[src/rtl/fqs_pkg.sv]
// Shared types and codes for the queue with key search.
package fqs_pkg;

	localparam int QUEUE_DEPTH_DEF = 16;
	localparam int WORD_W          = 32;
	localparam int POS_W           = 4;
	localparam int ENTRY_W         = 5;

	localparam logic [1:0] OP_PUSH   = 2'd0;
	localparam logic [1:0] OP_POP    = 2'd1;
	localparam logic [1:0] OP_SEARCH = 2'd2;

	localparam logic [1:0] ST_OK        = 2'd0;
	localparam logic [1:0] ST_FULL      = 2'd1;
	localparam logic [1:0] ST_EMPTY     = 2'd2;
	localparam logic [1:0] ST_NOT_FOUND = 2'd3;

	typedef struct packed {
		logic [1:0]               operation;
		logic signed [WORD_W-1:0] data_word;
		logic signed [WORD_W-1:0] move_count;
	} cmd_t;

	typedef struct packed {
		logic [1:0]               status;
		logic signed [WORD_W-1:0] out_data;
		logic signed [WORD_W-1:0] out_moves;
		logic [POS_W-1:0]         found_position;
		logic [ENTRY_W-1:0]       entry_count;
	} result_t;

	typedef struct packed {
		logic signed [WORD_W-1:0] data;
		logic signed [WORD_W-1:0] moves;
	} entry_t;

	typedef struct packed {
		logic             hit;
		entry_t           ent;
		logic [POS_W-1:0] pos;
	} res_t;

	typedef struct packed {
		logic push;
		logic pop;
		logic clear;
		logic step;
	} cell_ctrl_t;

endpackage

[src/rtl/fqs_cell.sv]
// One queue slot: holds an entry, shifts toward the front, and forwards search hits.
module fqs_cell #(
	parameter int CNT_W = 5,
	parameter int INDEX = 0
) (
	input  logic                               clk,
	input  logic                               arst_n,
	input  fqs_pkg::cell_ctrl_t                ctrl,
	input  logic [CNT_W-1:0]                   count,
	input  logic signed [fqs_pkg::WORD_W-1:0]  key,
	input  fqs_pkg::entry_t                    wr,
	input  fqs_pkg::entry_t                    nxt_entry,
	output fqs_pkg::entry_t                    entry,
	input  fqs_pkg::res_t                      nxt_res,
	output fqs_pkg::res_t                      res
);

	localparam logic [CNT_W-1:0]          IDX = CNT_W'(INDEX);
	localparam logic [fqs_pkg::POS_W-1:0] POS = fqs_pkg::POS_W'(INDEX);

	fqs_pkg::entry_t                entry_q;
	fqs_pkg::entry_t                hit_ent_q;
	logic [fqs_pkg::POS_W-1:0]      hit_pos_q;
	logic                           hit_q;
	logic                           live;
	logic                           match;

	assign live  = IDX < count;
	assign match = live && (entry_q.data == key);

	always_ff @(posedge clk) begin
		if (ctrl.pop) begin
			entry_q <= nxt_entry;
		end else if (ctrl.push && (count == IDX)) begin
			entry_q <= wr;
		end
	end

	always_ff @(posedge clk or negedge arst_n) begin
		if (!arst_n) begin
			hit_q <= 1'b0;
		end else if (ctrl.clear) begin
			hit_q <= 1'b0;
		end else if (ctrl.step) begin
			hit_q <= match ? 1'b1 : nxt_res.hit;
		end
	end

	always_ff @(posedge clk) begin
		if (ctrl.step) begin
			hit_ent_q <= match ? entry_q : nxt_res.ent;
			hit_pos_q <= match ? POS : nxt_res.pos;
		end
	end

	assign entry = entry_q;
	assign res   = '{hit: hit_q, ent: hit_ent_q, pos: hit_pos_q};

endmodule

[src/rtl/fifo_queue_with_search.sv]
// Top level: bounded queue built as a chain of cells, with front-first key search.
//
// Push and pop are taken while idle and their result appears on the cycle after the
// transfer, so a new command may follow every cycle. A search keeps busy high through
// the walk and report states and strobes its result on the cycle after that: each
// cell compares the key with its entry in parallel, and the hit walks one cell per cycle
// toward the front, the front-most match overriding those behind it. The result stays on
// the result port until the next command is taken, marked by done for a single cycle; the
// receiver cannot stall, so it must capture the transfer in that cycle.
module fifo_queue_with_search #(
	parameter int QUEUE_DEPTH = fqs_pkg::QUEUE_DEPTH_DEF
) (
	input  logic             clk,
	input  logic             arst_n,
	input  logic             start,
	output logic             busy,
	input  fqs_pkg::cmd_t    cmd,
	output logic             done,
	output fqs_pkg::result_t result
);

	localparam int CNT_W   = $clog2(QUEUE_DEPTH + 1);
	localparam int ENTRY_W = fqs_pkg::ENTRY_W;
	localparam logic [CNT_W-1:0] FULL_CNT = CNT_W'(QUEUE_DEPTH);

	typedef enum logic [1:0] {
		S_IDLE,
		S_SEARCH,
		S_REPORT
	} state_t;

	state_t                             state_q;
	logic [CNT_W-1:0]                   count_q;
	logic [CNT_W-1:0]                   steps_q;
	logic signed [fqs_pkg::WORD_W-1:0]  key_q;
	logic                               done_q;
	fqs_pkg::result_t                   result_q;

	fqs_pkg::cell_ctrl_t                ctrl;
	fqs_pkg::entry_t                    wr;
	fqs_pkg::entry_t                    ent  [QUEUE_DEPTH];
	fqs_pkg::res_t                      rs   [QUEUE_DEPTH];
	logic                               take;
	logic                               full;
	logic                               empty;

	assign take  = start && !busy;
	assign full  = count_q == FULL_CNT;
	assign empty = count_q == '0;

	assign wr = '{data: cmd.data_word, moves: cmd.move_count};

	always_comb begin
		ctrl.push  = take && (cmd.operation == fqs_pkg::OP_PUSH) && !full;
		ctrl.pop   = take && (cmd.operation == fqs_pkg::OP_POP) && !empty;
		ctrl.clear = take && (cmd.operation == fqs_pkg::OP_SEARCH);
		ctrl.step  = state_q == S_SEARCH;
	end

	for (genvar i = 0; i < QUEUE_DEPTH; i++) begin : g_cell
		fqs_pkg::entry_t nxt_entry;
		fqs_pkg::res_t   nxt_res;

		if (i == QUEUE_DEPTH - 1) begin : g_last
			assign nxt_entry = '0;
			assign nxt_res   = '0;
		end else begin : g_mid
			assign nxt_entry = ent[i+1];
			assign nxt_res   = rs[i+1];
		end

		fqs_cell #(
			.CNT_W (CNT_W),
			.INDEX (i)
		) u_cell (
			.clk       (clk),
			.arst_n    (arst_n),
			.ctrl      (ctrl),
			.count     (count_q),
			.key       (key_q),
			.wr        (wr),
			.nxt_entry (nxt_entry),
			.entry     (ent[i]),
			.nxt_res   (nxt_res),
			.res       (rs[i])
		);
	end

	always_ff @(posedge clk or negedge arst_n) begin
		if (!arst_n) begin
			state_q <= S_IDLE;
			count_q <= '0;
			steps_q <= '0;
			done_q  <= 1'b0;
		end else begin
			done_q <= 1'b0;
			unique case (state_q)
				S_IDLE: begin
					if (take) begin
						unique case (cmd.operation)
							fqs_pkg::OP_PUSH: begin
								done_q <= 1'b1;
								if (!full) begin
									count_q <= count_q + 1'b1;
								end
							end
							fqs_pkg::OP_POP: begin
								done_q <= 1'b1;
								if (!empty) begin
									count_q <= count_q - 1'b1;
								end
							end
							fqs_pkg::OP_SEARCH: begin
								steps_q <= empty ? CNT_W'(1) : count_q;
								state_q <= S_SEARCH;
							end
							default: begin
								done_q <= 1'b1;
							end
						endcase
					end
				end
				S_SEARCH: begin
					steps_q <= steps_q - 1'b1;
					if (steps_q == CNT_W'(1)) begin
						state_q <= S_REPORT;
					end
				end
				S_REPORT: begin
					done_q  <= 1'b1;
					state_q <= S_IDLE;
				end
				default: begin
					state_q <= S_IDLE;
				end
			endcase
		end
	end

	always_ff @(posedge clk) begin
		if (take && (cmd.operation == fqs_pkg::OP_SEARCH)) begin
			key_q <= cmd.data_word;
		end
	end

	always_ff @(posedge clk) begin
		if (state_q == S_REPORT) begin
			result_q.status         <= rs[0].hit ? fqs_pkg::ST_OK : fqs_pkg::ST_NOT_FOUND;
			result_q.out_data       <= rs[0].hit ? rs[0].ent.data : '0;
			result_q.out_moves      <= rs[0].hit ? rs[0].ent.moves : '0;
			result_q.found_position <= rs[0].hit ? rs[0].pos : '0;
			result_q.entry_count    <= ENTRY_W'(count_q);
		end else if (take) begin
			result_q.out_data       <= '0;
			result_q.out_moves      <= '0;
			result_q.found_position <= '0;
			result_q.status         <= fqs_pkg::ST_OK;
			result_q.entry_count    <= ENTRY_W'(count_q);
			case (cmd.operation)
				fqs_pkg::OP_PUSH: begin
					if (full) begin
						result_q.status <= fqs_pkg::ST_FULL;
					end else begin
						result_q.entry_count <= ENTRY_W'(count_q + 1'b1);
					end
				end
				fqs_pkg::OP_POP: begin
					if (empty) begin
						result_q.status <= fqs_pkg::ST_EMPTY;
					end else begin
						result_q.out_data    <= ent[0].data;
						result_q.out_moves   <= ent[0].moves;
						result_q.entry_count <= ENTRY_W'(count_q - 1'b1);
					end
				end
				default: begin
				end
			endcase
		end
	end

	assign busy   = state_q != S_IDLE;
	assign done   = done_q;
	assign result = result_q;

	a_count_bound: assert property (@(posedge clk) disable iff (!arst_n)
		count_q <= FULL_CNT)
		else $error("entry count beyond queue depth");

	a_no_done_in_search: assert property (@(posedge clk) disable iff (!arst_n)
		(state_q == S_SEARCH) |-> !done_q)
		else $error("result strobe during search walk");

	a_push_grows: assert property (@(posedge clk) disable iff (!arst_n)
		ctrl.push |=> (count_q == $past(count_q) + 1'b1))
		else $error("push did not add an entry");

	a_pop_shrinks: assert property (@(posedge clk) disable iff (!arst_n)
		ctrl.pop |=> (count_q == $past(count_q) - 1'b1))
		else $error("pop did not remove an entry");

	a_miss_zero: assert property (@(posedge clk) disable iff (!arst_n)
		(done_q && (result_q.status == fqs_pkg::ST_NOT_FOUND)) |->
		((result_q.out_data == '0) && (result_q.found_position == '0)))
		else $error("search miss carries entry data");

endmodule
[config.mk]
export PLATFORM = sky130hd
export DESIGN_NAME = fifo_queue_with_search
export DESIGN_NICKNAME = d
export VERILOG_FILES = /design/src/rtl/fqs_pkg.sv /design/src/rtl/fqs_cell.sv /design/src/rtl/fifo_queue_with_search.sv
export SDC_FILE = /design/constraint.sdc
export NUM_CORES = 2
export LEC_CHECK = 0
export BUFFER_PORTS_ARGS = -buffer_cell sky130_fd_sc_hd__buf_2
export CAP_MARGIN = 20
export CORE_MARGIN = 3
export CORE_UTILIZATION = 40
export DETAILED_ROUTE_END_ITERATION = 16
export SLEW_MARGIN = 20
export SYNTH_ARGS = -nofsm -noshare
export SYNTH_HDL_FRONTEND = slang
export SYNTH_HIERARCHICAL = 1
export SYNTH_SLANG_ARGS = --single-unit
[constraint.sdc]
create_clock -name clk -period 70.3 [get_ports clk]
set_input_delay 7.03 -clock clk [delete_from_list [all_inputs] [get_ports clk]]
set_output_delay 7.03 -clock clk [all_outputs]
set_load 0.02 [all_outputs]
==> metrics.md <==
| Metric | Value |
|---|---|
| Vias/cell | about 5.1 |
| Syn Area/Cell | between 15 and 20 um^2 |
| Core ar. | about 250,000 um^2 |
| Post-Route Skew | ~0.038 ns |
| CTS tree | built |
| Layout cells sized above 1 | roughly 43% |
| Final net count | 6,049 |
| Final period util | 17.8% |
| Power consumption | around 0.0040 W |
| Yosys warns | 6 |
| Final hold vios | 0 |
| Sink Count | about 2.2k |
| Synth area leaders | edfxtp_1 67%, mux2_2 22%, xor2_1 3.4% |
| Final std cells w/o fill | about 9.5k |
| Die height | about 500 um |
| Seq cells post-synth | between 2k and 2.5k |
| Most frequent cells in the layout | 2,219 x edfxtp_1, 1,968 x mux2_2, 394 x xor2_1, 233 x clkbuf_16, 145 x buf_2 |
| Number of hold buffers added after CTS | 0 |
| Mapped Area | around 100,000 um^2 |
| 1st-pass router iterations | 5 |
| Leak | 37.4 nW |
| Setup CP Type | input pin to register |
| Min-Delay Path Class | register to register |
| Post-synth EDFFs | ~2.2k |
| Area growth syn-to-layout | 12.2% |
| Min Tclk post-route | 12.50 ns |
| GRT Total Usage | between 10% and 20% |
| WL met3 | around 11,000 um |
| CP startpoint kind | input pin |
| Clock Path Buffers | 3 |
| Clk Latency, worst-skew pair | about 0.85 ns |
| P_int | 0.00301 W |
| Post-synth top area share | approximately two thirds |
| First-pass GRT wire length | ~340,000 um |
| Die area | between 200,000 and 300,000 um^2 |
| Setup TNS | 0 ns |
| WL met2 | between 100,000 and 150,000 um |
| Via count | slightly below 50k |
| Starting Density | roughly two fifths |
| Dpl hpwl | 147,000 um |
| Gpl congestion | approximately 0.90 |
| Mapped Cells | around 5.6k |
| Final setup viols | 0 |
| Starting DRT DRC Count | around 3.8k |
| WL met1 | ~110,000 um |
| Fin. max-slew vios | 0 |
| DIE WIDTH | around 510 um |
| Asr flop ratio synth | under 10% |
| CTS buffer count | between 200 and 250 |
| Comb pwr share | between 10% and 20% |
| Initial antenna violation count | 31 |
| Register area | between 60,000 and 70,000 um^2 |
| CP max FO | roughly 120 |
| Number of nets with antenna violations after routing | 0 |
| Synth area leader | edfxtp_1 |
| Post-cts sizing count | 0 |
| Ys flop type | edfxtp_1 |
| Outcome | finished clean |
| Unrepaired setup endpoints after global routing | no |
| Relative slew slack | around 24% |
| Std-Cell Rows | approximately 180 |
| Routed wire per std cell | approximately 24 um |
| Setup bufs post-CTS | 0 |
| P_sw | 0.00102 W |
| Share of total power in the clock network | 28.8% |
| Count of cell types in the netlist | 73 |
| DRC Markers | 0 |
| Commonest non-fill, non-tap cell in the layout | edfxtp_1 |
| Sequential share of the synthesized area | between 60% and 70% |
| Top layer in use | met5 |
| DP Cell Count | 9,070 |
| Largest net degree at the start of global routing | 185 |
| Routed WL | approximately 230,000 um |
| Worst VDD drop | ~0.000033 V |
| Max-cap violations | 0 |
| Pwr per Cell Area | about 36 nW/um^2 |
| Num ports | 146 |
| Fillers | between 20k and 25k |
| Sw Ratio | 25.2% |
| Total grt overflow | 0 |
| PortBufs | ~150 |
| Vias in the first global route | between 50k and 60k |
| Crit end category | register |
| Fmax | ~80 MHz |
| CP Data Required Time | between 70 and 80 ns |
| Root Buffer | clkbuf_16 |
| Clock-pin slew on the worst setup and hold paths | 0.06 ns |
| H-Tree Depth | 4 |
| Worst-Margin Slew | between 1 and 1.5 ns |
| WP data arrival | approximately 13 ns |
| Flop pwr share | a little over half |
| Area of the multi-input gates | 31,900 um^2 |
routing by layer:
metal | track usage [%] | vias to the layer above
li1 | - | 22626
met1 | 26.3 | 24309
met5 | 0 | -
met3 | 2.73 | 357
met4 | 5.62 | 24
met2 | 26.2 | 1133
kinds of logic after synthesis:
logic type / Yosys count / share of synthesized area, %
flops: 2248 / 67.3
mux: 2048 / 23.1
xor+xnor: 512 / 4.48
simple gates: 362 / 2.21
buf+inv: 289 / 1.58
compound gates: 156 / 1.26
fa+ha+maj: 5 / 0.0625
other cells: 1 / 0.00375
worst max-delay path, stage by stage:
cell and delay, ns:
buf_2 0.26, and2b_2 0.30, nand2_8 0.09, nor2_4 0.10, buf_4 0.73, buf_4 0.72, buf_12 0.60, buf_4 0.79
buf_4 0.82, buf_4 0.89, mux2_2 0.43
cell type report:
class | count | area share (%)
flip-flops and latches | 2248 | 60.0
multi-input cells | 3216 | 28.4
clock buffers | 299 | 5.47
well taps | 3330 | 3.71
repair buffers | 255 | 1.47
clock inverters | 127 | 0.873
inverters | 24 | 0.0880
diodes | 10 | 0.0223
power by group through the flow:
stage	combinational (W)	clock, W	sequential, W
floorplan	0.000509	0	0.00247
global placement	0.000701	0	0.00218
detailed placement	0.000704	0	0.00219
CTS	0.000716	0.00119	0.00216
global route	0.000775	0.00125	0.00220
finish	0.000708	0.00116	0.00216
final timing paths:
path | start | slack [ns] | cells after the start | to
min reg2reg | g_cell[12].u_cell/hit_pos_q[3] | 0.50 | 1 | g_cell[11].u_cell/hit_pos_q[3]
min | g_cell[12].u_cell/hit_pos_q[3] | 0.50 | 1 | g_cell[11].u_cell/hit_pos_q[3]
max in group asynchronous | arst_n | 63.48 | 1 | state_q[0]
max reg2reg | count_q[0] | 63.01 | 13 | g_cell[14].u_cell/entry[52]
min in group asynchronous | arst_n | 6.26 | 1 | g_cell[14].u_cell/hit_q
max | cmd[64] | 57.80 | 11 | g_cell[14].u_cell/entry[52]
Yosys cell counts, types with 4 or more instances:
library cell  count
a22o_1           66
mux2_2         1968
o21ai_1           4
inv_1            23
nor2_1           48
a21oi_1           8
or2_2            23
a41o_1            4
nor2b_1          27
nand2_1          10
dfrtp_1          29
mux2_1           61
buf_2            76
mux2_4           19
xnor2_1         118
nand2b_1         18
nor4_1          100
a211oi_1          7
buf_6            22
clkbuf_1        117
buf_8             6
o31a_1           12
a31o_2            7
xor2_1          394
o31ai_1           6
ha_1              5
buf_4            44
nor3_2            8
edfxtp_1       2219
a31oi_1           5
nand4_1          37
nor3_1           18
o21ai_0          13
nand3_1          29
and3_1            5
and2_1           14
nor4b_1           4
metrics by stage:
stage	hold slack (ns)	setup slack, ns	area [um^2]	util (%)
4_1_cts	0.489	57.96	112000	45.1
2_1_floorplan	0.477	45.75	101000	-
3_5_place_dp	0.484	57.01	105000	42.3
5_1_grt	0.506	57.59	112000	45.2
3_3_place_gp	0.481	57.11	105000	42.3
6_report	0.496	57.80	112000	45.2
registers in the layout (all words and copies together) (netlist names):
| name | flops |
|---|---|
| g_cell.u_cell/entry | 1024 |
| g_cell.u_cell/res | 1024 |
| result | 75 |
| g_cell.u_cell/hit_pos_q | 64 |
| key_q | 32 |
| g_cell.u_cell/hit_q | 16 |
| count_q | 5 |
| steps_q | 5 |
| state_q | 2 |
| done | 1 |
Power figures use the tool's default switching activity.
